--- config.mk ---
export PLATFORM = sky130hd
export DESIGN_NAME = infix_to_postfix_converter_unit
export DESIGN_NICKNAME = d
export VERILOG_FILES = /design/src/rtl/core/itp_pkg.sv /design/src/rtl/core/infix_to_postfix_converter_unit.sv
export SDC_FILE = /design/constraint.sdc
export NUM_CORES = 1
export LEC_CHECK = 0
export ABC_CLOCK_PERIOD_IN_PS = 3520
export BUFFER_PORTS_ARGS = -buffer_cell sky130_fd_sc_hd__buf_2
export CAP_MARGIN = 20
export CORE_UTILIZATION = 25
export CTS_CLUSTER_DIAMETER = 150
export DETAILED_ROUTE_END_ITERATION = 6
export RECOVER_POWER = 50
export SETUP_SLACK_MARGIN = 0.1
export SKIP_CTS_REPAIR_TIMING = 1
export SYNTH_ARGS = -nofsm -noshare
export SYNTH_HDL_FRONTEND = slang
export SYNTH_SLANG_ARGS = --single-unit
--- constraint.sdc ---
create_clock -name clock -period 3.52 [get_ports clock]
set_clock_uncertainty 0.05 [all_clocks]
set_input_delay 0.704 -clock clock [delete_from_list [all_inputs] [get_ports clock]]
set_output_delay 0.704 -clock clock [all_outputs]
set_load 0.01 [all_outputs]
--- src/rtl/core/itp_pkg.sv ---
package itp_pkg;

   // default stack depth
   localparam int STACK_DEPTH_DEFAULT = 32;

   // field widths
   localparam int CMD_W    = 3;
   localparam int CODE_W   = 3;
   localparam int HANDLE_W = 16;
   localparam int KIND_W   = 2;

   // token kinds on the request side
   localparam logic [CMD_W-1:0] CMD_NUMBER   = 3'd0;
   localparam logic [CMD_W-1:0] CMD_OPEN     = 3'd1;
   localparam logic [CMD_W-1:0] CMD_CLOSE    = 3'd2;
   localparam logic [CMD_W-1:0] CMD_OPERATOR = 3'd3;
   localparam logic [CMD_W-1:0] CMD_END      = 3'd4;

   // result kinds
   localparam logic [KIND_W-1:0] KIND_NUMBER   = 2'd0;
   localparam logic [KIND_W-1:0] KIND_OPERATOR = 2'd1;
   localparam logic [KIND_W-1:0] KIND_PAREN    = 2'd2;
   localparam logic [KIND_W-1:0] KIND_END      = 2'd3;

   // stack entry codes
   localparam logic [CODE_W-1:0] CODE_PAREN  = 3'd0;
   localparam logic [CODE_W-1:0] CODE_OP_MIN = 3'd2;

   // precedence levels
   localparam logic [1:0] PRIO_NONE = 2'd0;
   localparam logic [1:0] PRIO_LOW  = 2'd1;
   localparam logic [1:0] PRIO_HIGH = 2'd2;

   // microcode step addresses
   typedef enum logic [3:0] {
      STEP_FETCH,
      STEP_NUM,
      STEP_PTEST,
      STEP_PEVAL,
      STEP_PUSH,
      STEP_CTEST,
      STEP_CEVAL,
      STEP_CFIN,
      STEP_ETEST,
      STEP_EPOP,
      STEP_EMARK
   } step_type;

   // micro-operations
   typedef enum logic [3:0] {
      UOP_FETCH,
      UOP_EMIT_NUM,
      UOP_READ,
      UOP_PUSH_EVAL,
      UOP_PUSH,
      UOP_CLOSE_EVAL,
      UOP_CLOSE_FIN,
      UOP_END_POP,
      UOP_END_MARK
   } uop_type;

   // control word: operation, fall-through step, conditional jump target
   typedef struct packed {
      uop_type  uop;
      step_type next;
      step_type alt;
   } ucode_word_type;

   // precedence of a stack or token code
   function automatic logic [1:0] prio_of(input logic [CODE_W-1:0] code);
      logic [1:0] p;
      case (code)
         3'd2, 3'd3:       p = PRIO_HIGH;
         3'd4, 3'd5, 3'd6: p = PRIO_LOW;
         default:          p = PRIO_NONE;
      endcase
      return p;
   endfunction

   // control program
   function automatic ucode_word_type ucode_rom(input step_type step);
      ucode_word_type w;
      case (step)
         STEP_FETCH: w = '{UOP_FETCH,      STEP_FETCH, STEP_FETCH};
         STEP_NUM:   w = '{UOP_EMIT_NUM,   STEP_FETCH, STEP_FETCH};
         STEP_PTEST: w = '{UOP_READ,       STEP_PEVAL, STEP_PUSH};
         STEP_PEVAL: w = '{UOP_PUSH_EVAL,  STEP_PTEST, STEP_PUSH};
         STEP_PUSH:  w = '{UOP_PUSH,       STEP_FETCH, STEP_FETCH};
         STEP_CTEST: w = '{UOP_READ,       STEP_CEVAL, STEP_CFIN};
         STEP_CEVAL: w = '{UOP_CLOSE_EVAL, STEP_CTEST, STEP_CFIN};
         STEP_CFIN:  w = '{UOP_CLOSE_FIN,  STEP_FETCH, STEP_FETCH};
         STEP_ETEST: w = '{UOP_READ,       STEP_EPOP,  STEP_EMARK};
         STEP_EPOP:  w = '{UOP_END_POP,    STEP_ETEST, STEP_ETEST};
         STEP_EMARK: w = '{UOP_END_MARK,   STEP_FETCH, STEP_FETCH};
         default:    w = '{UOP_FETCH,      STEP_FETCH, STEP_FETCH};
      endcase
      return w;
   endfunction

endpackage

--- src/rtl/core/infix_to_postfix_converter_unit.sv ---
// Infix to postfix token converter (shunting yard).
// Request channel: one token per item; req_tuser carries the token kind,
// req_tdata the number handle, its sign and the operator code.
// Response channel: one item per emitted postfix token, rsp_tlast on the
// final item caused by a request; an end token always closes with an end
// marker, and tokens that only push or discard produce no items.
// Timing: a sequencer steps through a small control program, one step per
// cycle while no emit waits on a stalled receiver. A number takes a fetch
// and an emit step, an ignored token only the fetch. An open paren or an
// operator ends in a push step, a close paren in a finish step and an end
// token in an end marker step, after their pops. Each popped entry costs
// one stack memory read step and one evaluate or emit step.
// The next request is accepted once the program returns to its fetch step.
// Reset (synchronous, active high) empties the stack, clears the error flag
// and drops any undelivered response. A stalled receiver holds the response
// register; the sequencer waits at the step that needs to emit, adding the
// stall cycles to the item.
module infix_to_postfix_converter_unit #(
   parameter int STACK_DEPTH = itp_pkg::STACK_DEPTH_DEFAULT
) (
   input  logic        clock,
   input  logic        reset,
   // request channel
   input  logic        req_tvalid,
   output logic        req_tready,
   input  logic [23:0] req_tdata,  // number_handle[15:0], number_negative[16], operator_code[19:17]
   input  logic [2:0]  req_tuser,  // command[2:0]
   // response channel
   output logic        rsp_tvalid,
   input  logic        rsp_tready,
   output logic [23:0] rsp_tdata,  // out_handle[15:0], out_negative[16], out_operator[19:17], error[20]
   output logic [1:0]  rsp_tuser,  // out_kind[1:0]
   output logic        rsp_tlast
);

   localparam int CNT_W = $clog2(STACK_DEPTH + 1);
   localparam int IDX_W = $clog2(STACK_DEPTH);
   localparam int CODE_W = itp_pkg::CODE_W;

   // request fields
   logic [itp_pkg::CMD_W-1:0]    req_cmd;
   logic [itp_pkg::HANDLE_W-1:0] req_handle;
   logic                         req_neg;
   logic [CODE_W-1:0]            req_opc;

   assign req_cmd    = req_tuser;
   assign req_handle = req_tdata[15:0];
   assign req_neg    = req_tdata[16];
   assign req_opc    = req_tdata[19:17];

   // sequencer and datapath registers
   itp_pkg::step_type            step_ff, step_in;
   logic [CNT_W-1:0]             count_ff, count_in;
   logic [CNT_W-1:0]             paren_cnt_ff, paren_cnt_in;
   logic                         err_ff, err_in;
   logic                         hold_valid_ff, hold_valid_in;
   logic [CODE_W-1:0]            hold_op_ff, hold_op_in;
   logic [CODE_W-1:0]            code_ff, code_in;
   logic [itp_pkg::HANDLE_W-1:0] handle_ff, handle_in;
   logic                         neg_ff, neg_in;
   logic [CODE_W-1:0]            rd_data_ff;

   // response register
   logic                         rsp_valid_ff, rsp_valid_in;
   logic [itp_pkg::KIND_W-1:0]   rsp_kind_ff, rsp_kind_in;
   logic [itp_pkg::HANDLE_W-1:0] rsp_handle_ff, rsp_handle_in;
   logic                         rsp_neg_ff, rsp_neg_in;
   logic [CODE_W-1:0]            rsp_op_ff, rsp_op_in;
   logic                         rsp_err_ff, rsp_err_in;
   logic                         rsp_last_ff, rsp_last_in;

   // stack memory
   logic [CODE_W-1:0]            stack_mem [STACK_DEPTH];
   logic                         mem_we;
   logic                         rd_en;
   logic [CNT_W-1:0]             cnt_dec;
   logic [IDX_W-1:0]             rd_idx;
   logic [IDX_W-1:0]             wr_idx;

   // control word and emit request
   itp_pkg::ucode_word_type      word;
   logic                         emit_req;
   logic                         emit_fire;
   logic                         go;
   logic                         slot_free;
   logic [itp_pkg::KIND_W-1:0]   emit_kind;
   logic [itp_pkg::HANDLE_W-1:0] emit_handle;
   logic                         emit_neg;
   logic [CODE_W-1:0]            emit_op;
   logic                         emit_last;
   logic                         top_paren;
   logic                         top_stops;

   assign cnt_dec   = count_ff - CNT_W'(1);
   assign rd_idx    = cnt_dec[IDX_W-1:0];
   assign wr_idx    = count_ff[IDX_W-1:0];
   assign slot_free = !rsp_valid_ff || rsp_tready;
   assign go        = !emit_req || slot_free;
   assign emit_fire = emit_req && slot_free;
   assign top_paren = (rd_data_ff == itp_pkg::CODE_PAREN);
   assign top_stops = top_paren ||
                      (itp_pkg::prio_of(code_ff) < itp_pkg::prio_of(rd_data_ff));

   // sequencer: decode control word, next step and datapath updates
   always_comb begin
      word          = itp_pkg::ucode_rom(step_ff);
      step_in       = step_ff;
      count_in      = count_ff;
      paren_cnt_in  = paren_cnt_ff;
      err_in        = err_ff;
      hold_valid_in = hold_valid_ff;
      hold_op_in    = hold_op_ff;
      code_in       = code_ff;
      handle_in     = handle_ff;
      neg_in        = neg_ff;
      req_tready    = 1'b0;
      mem_we        = 1'b0;
      rd_en         = 1'b0;
      emit_req      = 1'b0;
      emit_kind     = itp_pkg::KIND_OPERATOR;
      emit_handle   = '0;
      emit_neg      = 1'b0;
      emit_op       = '0;
      emit_last     = 1'b0;

      case (word.uop)
         itp_pkg::UOP_FETCH: begin
            req_tready = 1'b1;
            if (req_tvalid) begin
               handle_in = req_handle;
               neg_in    = req_neg;
               code_in   = (req_cmd == itp_pkg::CMD_OPEN) ? itp_pkg::CODE_PAREN : req_opc;
               // an unmatched close is known up front, so its pops carry the flag
               if (req_cmd == itp_pkg::CMD_CLOSE && paren_cnt_ff == '0) begin
                  err_in = 1'b1;
               end
               case (req_cmd)
                  itp_pkg::CMD_NUMBER: step_in = itp_pkg::STEP_NUM;
                  itp_pkg::CMD_OPEN:   step_in = itp_pkg::STEP_PTEST;
                  itp_pkg::CMD_CLOSE:  step_in = itp_pkg::STEP_CTEST;
                  itp_pkg::CMD_OPERATOR: begin
                     step_in = (req_opc >= itp_pkg::CODE_OP_MIN) ?
                               itp_pkg::STEP_PTEST : itp_pkg::STEP_FETCH;
                  end
                  itp_pkg::CMD_END:    step_in = itp_pkg::STEP_ETEST;
                  default:             step_in = itp_pkg::STEP_FETCH;
               endcase
            end
         end
         itp_pkg::UOP_EMIT_NUM: begin
            emit_req    = 1'b1;
            emit_kind   = itp_pkg::KIND_NUMBER;
            emit_handle = handle_ff;
            emit_neg    = neg_ff;
            emit_last   = 1'b1;
            if (go) begin
               step_in = word.next;
            end
         end
         itp_pkg::UOP_READ: begin
            if (count_ff == '0) begin
               step_in = word.alt;
            end else begin
               rd_en   = 1'b1;
               step_in = word.next;
            end
         end
         itp_pkg::UOP_PUSH_EVAL: begin
            if (top_stops) begin
               step_in = word.alt;
            end else begin
               // previous pop goes out, this one waits to learn if it is last
               emit_req = hold_valid_ff;
               emit_op  = hold_op_ff;
               if (go) begin
                  hold_valid_in = 1'b1;
                  hold_op_in    = rd_data_ff;
                  count_in      = cnt_dec;
                  step_in       = word.next;
               end
            end
         end
         itp_pkg::UOP_PUSH: begin
            emit_req  = hold_valid_ff;
            emit_op   = hold_op_ff;
            emit_last = 1'b1;
            if (go) begin
               hold_valid_in = 1'b0;
               step_in       = word.next;
               if (count_ff >= CNT_W'(STACK_DEPTH)) begin
                  err_in = 1'b1;
               end else begin
                  mem_we   = 1'b1;
                  count_in = count_ff + CNT_W'(1);
                  if (code_ff == itp_pkg::CODE_PAREN) begin
                     paren_cnt_in = paren_cnt_ff + CNT_W'(1);
                  end
               end
            end
         end
         itp_pkg::UOP_CLOSE_EVAL: begin
            if (top_paren) begin
               count_in     = cnt_dec;
               paren_cnt_in = paren_cnt_ff - CNT_W'(1);
               step_in      = word.alt;
            end else begin
               emit_req = hold_valid_ff;
               emit_op  = hold_op_ff;
               if (go) begin
                  hold_valid_in = 1'b1;
                  hold_op_in    = rd_data_ff;
                  count_in      = cnt_dec;
                  step_in       = word.next;
               end
            end
         end
         itp_pkg::UOP_CLOSE_FIN: begin
            emit_req  = hold_valid_ff;
            emit_op   = hold_op_ff;
            emit_last = 1'b1;
            if (go) begin
               hold_valid_in = 1'b0;
               step_in       = word.next;
            end
         end
         itp_pkg::UOP_END_POP: begin
            emit_req  = 1'b1;
            emit_kind = top_paren ? itp_pkg::KIND_PAREN : itp_pkg::KIND_OPERATOR;
            emit_op   = top_paren ? '0 : rd_data_ff;
            if (go) begin
               count_in = cnt_dec;
               if (top_paren) begin
                  paren_cnt_in = paren_cnt_ff - CNT_W'(1);
               end
               step_in  = word.next;
            end
         end
         itp_pkg::UOP_END_MARK: begin
            emit_req  = 1'b1;
            emit_kind = itp_pkg::KIND_END;
            emit_last = 1'b1;
            if (go) begin
               count_in     = '0;
               paren_cnt_in = '0;
               err_in       = 1'b0;
               step_in      = word.next;
            end
         end
         default: begin
            step_in = itp_pkg::STEP_FETCH;
         end
      endcase
   end

   // response register next values
   always_comb begin
      rsp_valid_in  = rsp_valid_ff && !rsp_tready;
      rsp_kind_in   = rsp_kind_ff;
      rsp_handle_in = rsp_handle_ff;
      rsp_neg_in    = rsp_neg_ff;
      rsp_op_in     = rsp_op_ff;
      rsp_err_in    = rsp_err_ff;
      rsp_last_in   = rsp_last_ff;
      if (emit_fire) begin
         rsp_valid_in  = 1'b1;
         rsp_kind_in   = emit_kind;
         rsp_handle_in = emit_handle;
         rsp_neg_in    = emit_neg;
         rsp_op_in     = emit_op;
         rsp_err_in    = err_ff;
         rsp_last_in   = emit_last;
      end
   end

   // control registers
   always_ff @(posedge clock) begin
      if (reset) begin
         step_ff       <= itp_pkg::STEP_FETCH;
         count_ff      <= '0;
         paren_cnt_ff  <= '0;
         err_ff        <= 1'b0;
         hold_valid_ff <= 1'b0;
         rsp_valid_ff  <= 1'b0;
      end else begin
         step_ff       <= step_in;
         count_ff      <= count_in;
         paren_cnt_ff  <= paren_cnt_in;
         err_ff        <= err_in;
         hold_valid_ff <= hold_valid_in;
         rsp_valid_ff  <= rsp_valid_in;
      end
   end

   // payload registers
   always_ff @(posedge clock) begin
      hold_op_ff    <= hold_op_in;
      code_ff       <= code_in;
      handle_ff     <= handle_in;
      neg_ff        <= neg_in;
      rsp_kind_ff   <= rsp_kind_in;
      rsp_handle_ff <= rsp_handle_in;
      rsp_neg_ff    <= rsp_neg_in;
      rsp_op_ff     <= rsp_op_in;
      rsp_err_ff    <= rsp_err_in;
      rsp_last_ff   <= rsp_last_in;
   end

   // stack memory, registered read
   always_ff @(posedge clock) begin
      if (mem_we) begin
         stack_mem[wr_idx] <= code_ff;
      end
      if (rd_en) begin
         rd_data_ff <= stack_mem[rd_idx];
      end
   end

   // outputs
   assign rsp_tvalid = rsp_valid_ff;
   assign rsp_tdata  = {3'b000, rsp_err_ff, rsp_op_ff, rsp_neg_ff, rsp_handle_ff};
   assign rsp_tuser  = rsp_kind_ff;
   assign rsp_tlast  = rsp_last_ff;

   // checks
   a_count_bound: assert property (@(posedge clock) disable iff (reset)
      count_ff <= CNT_W'(STACK_DEPTH))
      else $error("stack count beyond depth");

   a_paren_bound: assert property (@(posedge clock) disable iff (reset)
      paren_cnt_ff <= count_ff)
      else $error("open paren count exceeds stack count");

   a_hold_idle: assert property (@(posedge clock) disable iff (reset)
      step_ff == itp_pkg::STEP_FETCH |-> !hold_valid_ff)
      else $error("pending pop left over at fetch");

   a_end_last: assert property (@(posedge clock) disable iff (reset)
      rsp_valid_ff && rsp_kind_ff == itp_pkg::KIND_END |-> rsp_last_ff)
      else $error("end marker not marked last");

   a_end_clears: assert property (@(posedge clock) disable iff (reset)
      emit_fire && step_ff == itp_pkg::STEP_EMARK |=> count_ff == '0 && !err_ff)
      else $error("end marker did not clear the stack");

endmodule

==> flow_summary.toml <==
[outcome]
status = "finished with violations"
violations = "max-capacitance violations, max-slew violations"

[place]
dp_hpwl_mm = 11.55
place_area_sq_mm = 0.008683
routabilityCongestion = 0.8141
port_buffers = 52

[die]
core_sq_mm = 0.03067
die_h_um = 179
dieArea_sq_mm = 0.03204
start_util_pct = 25.54
fp.dieW_um = 179
io_pins = 60
rows = 64

[routing]
drtAntennaViolNets = 0
drt_iter0_markers = 492
drcViolationCount = 0
via_per_inst = 4.656
wl_per_cell_um = 16.11
firstDrtPassIters = 5
totalWireLength_mm = 16.89
num_vias = 4880

[critical_path]
critical_path_class = "flip-flop to flip-flop"
path_buf_inv = 1
cp.arrival_ns = 3.42
cp.required_ns = 3.57
crit_chain = "nand2b_1 > ha_1 > nor2_2 > and4b_1 > o21a_4 > buf_4 > nor3_1 > nand2_1 > nor2_1"
cp-end-kind = "flip-flop"
path_delay_family = "simple AND/OR/NAND/NOR gates"
worstSetupStartpointType = "flip-flop"
reg2reg_to = "stack_mem[8][1]"
rr_worst_depth = 9
reg2reg_from = "rd_data_ff[2]"
slowest_stage = "edfxtp_1"
critPathMaxStageDelay_ns = 0.50
critical_path_peak_fanout = 11
r2r_slack_ns = 0.15

[global_route]
overflow = 0
grt_pass1_vias = 4638
grt_usage_pct = 11.02
grt_pass1_wl_mm = 26.26
grt_max_degree = 35
antenna_found_initial = 0

[synth]
synthArstFlopShare_pct = 0
netlist_top_cells_count = "edfxtp_1, nor2_1, nand2_1"
synth_seq_area_share_pct = 63.39
avgSynthCellArea_sq_um = 13.89
yosysTopAreaCell = "edfxtp_1"
syn_inst = 564
synth_cell_types = 66
yosys_register_bits = 175
synthFlopType = "edfxtp_1"
synth_area_leaders = "edfxtp_1, mux4_2, dfxtp_1"
synth_top_area_share_pct = 55.97
yosysWarnings = 0
synth_edf_count = 146
netlist_area_sq_mm = 0.007833
yosysMostFrequentCell = "edfxtp_1"

[layout]
syn_to_final_growth_pct = 17.86
fin_area_sq_mm = 0.009231
finalNetCount = 684
drive_gt1_share_pct = 21.32
diodes = 0

[worst_hold_path]
worstHoldStart = "req_tdata[5]"
holdPathEnd = "handle_ff[5]"
hp-class = "primary input to flip-flop"
whs_path_depth = 1

[sta]
setup_viol = 0
hold_ws_ns = 0.3984
hold_violations = 0
period_needed_ns = 3.367
rsz0062_at_grt = "yes"
maxSlewHeadroom_pct = -1.104
worstMarginPinSlew_ns = 1.517
finalSetupTns_ns = 0
post-route-period-util_pct = 95.66
drv_slew = 34
clock.fmax_mhz = 297.0

[clock_tree]
cts_buffer_depth = 2
clk_latency_ns = 0.43
cts.sinks = 175
numCtsBuffers = 17
cts_tree = "built"
htreeDepth = 4
root_buffer = "clkbuf_16"
cts.clk_slew.worst_paths_ns = 0.07

[pwr]
leakage_nw = 3.007
vdd_ir_drop_max_uv = 338.7
p_per_area_mw_per_mm2 = 531.9

[run]
drv_cap = 1
## where the power goes
part           switching, W  internal [W]  total [W]
logic              0.000398      0.000273   0.000671
clock network      0.000840       0.00100    0.00184
registers         0.0000377       0.00236    0.00240
## flip-flops by register name, summed over array words and instances (netlist names)
register       cells
paren_cnt_ff       6
hold_op_ff         3
word              10
code_ff            3
err_ff             1
stack_mem         96
rsp_handle_ff     16
rd_data_ff         3
hold_valid_ff      1
count_ff           6
neg_ff             1
rsp_tvalid         1
step_ff            4
rsp_op_ff          3
rsp_neg_ff         1
rsp_err_ff         1
rsp_tuser          2
rsp_tlast          1
handle_ff         16
## layout by cell type, fill, tap and decap left out, types with 4 or more instances in the layout
cell type and n:
edfxtp_1 146, and2_0 7, nor2_2 7, a22o_1 4
inv_6 4, clkbuf_1 31, dfxtp_1 29, nand2_1 32
a21o_1 5, nand3_1 8, o21ai_0 10, a22oi_1 7
a31oi_1 6, clkbuf_16 17, xnor2_1 8, nand3b_1 5
nor2b_1 11, clkinv_2 4, inv_1 13, nor2_1 70
buf_2 26, and2_1 14, nand2b_1 10, mux4_2 30
ha_1 13, a21oi_1 23, nor3_1 14, mux2_2 5
buf_4 21, a32oi_1 4
## per-layer routing
metal / share of wire [%] / global-route usage, % / vias up
met4: 1.1 / 3.990 / 0
met3: 5.0 / 2.481 / 14
met2: 48 / 16.88 / 125
li1: - / - / 2290
met1: 46 / 15.15 / 2451
met5: 0 / 0 / -
## through the flow
step	setup WS [ns]	instances	util [%]	total power (W)
final	0.1529	1048	30.10	0.004910
after global routing	0.007915	1048	30.10	0.005123
after CTS	0.1257	1048	30.20	0.004967
after detailed placement	0.1354	1016	28.31	0.003125
after global placement	0.2195	1016	28.31	0.003116
after floorplan	0.1298	566	-	0.002890
## how the worst max path moves through the flow
stage	from	endpoint	slack [ns]	depth (start not counted)
final	rd_data_ff[2]	stack_mem[8][1]	0.15	9
after detailed placement	rd_data_ff[2]	stack_mem[23][2]	0.14	9
after CTS	rd_data_ff[2]	stack_mem[23][0]	0.13	9
after global routing	code_ff[2]	word[1]	0.008	13
after floorplan	code_ff[1]	word[1]	0.13	12
after global placement	rd_data_ff[2]	stack_mem[23][2]	0.22	9
## cell families after synthesis
family                   share of synthesized area [%]
buffers and inverters                            2.125
AO/OA/AOI/OAI                                    8.307
XOR/XNOR                                         1.006
adder cells (fa/ha/maj)                          2.332
flip-flops                                       63.39
multiplexers                                     9.728
AND/OR/NAND/NOR                                  13.07
other                                          0.04788
## final cells by class
type                    count  area, sq um
multi-input cells         354         2740
fillers                  3041        21440
flip-flops and latches    175         4965
repair buffers             78        404.1
clock buffers              17        425.4
clock inverters            15        152.6
inverters                  13        48.80
well taps                 396        495.5
(Power assumes the default switching activity.)
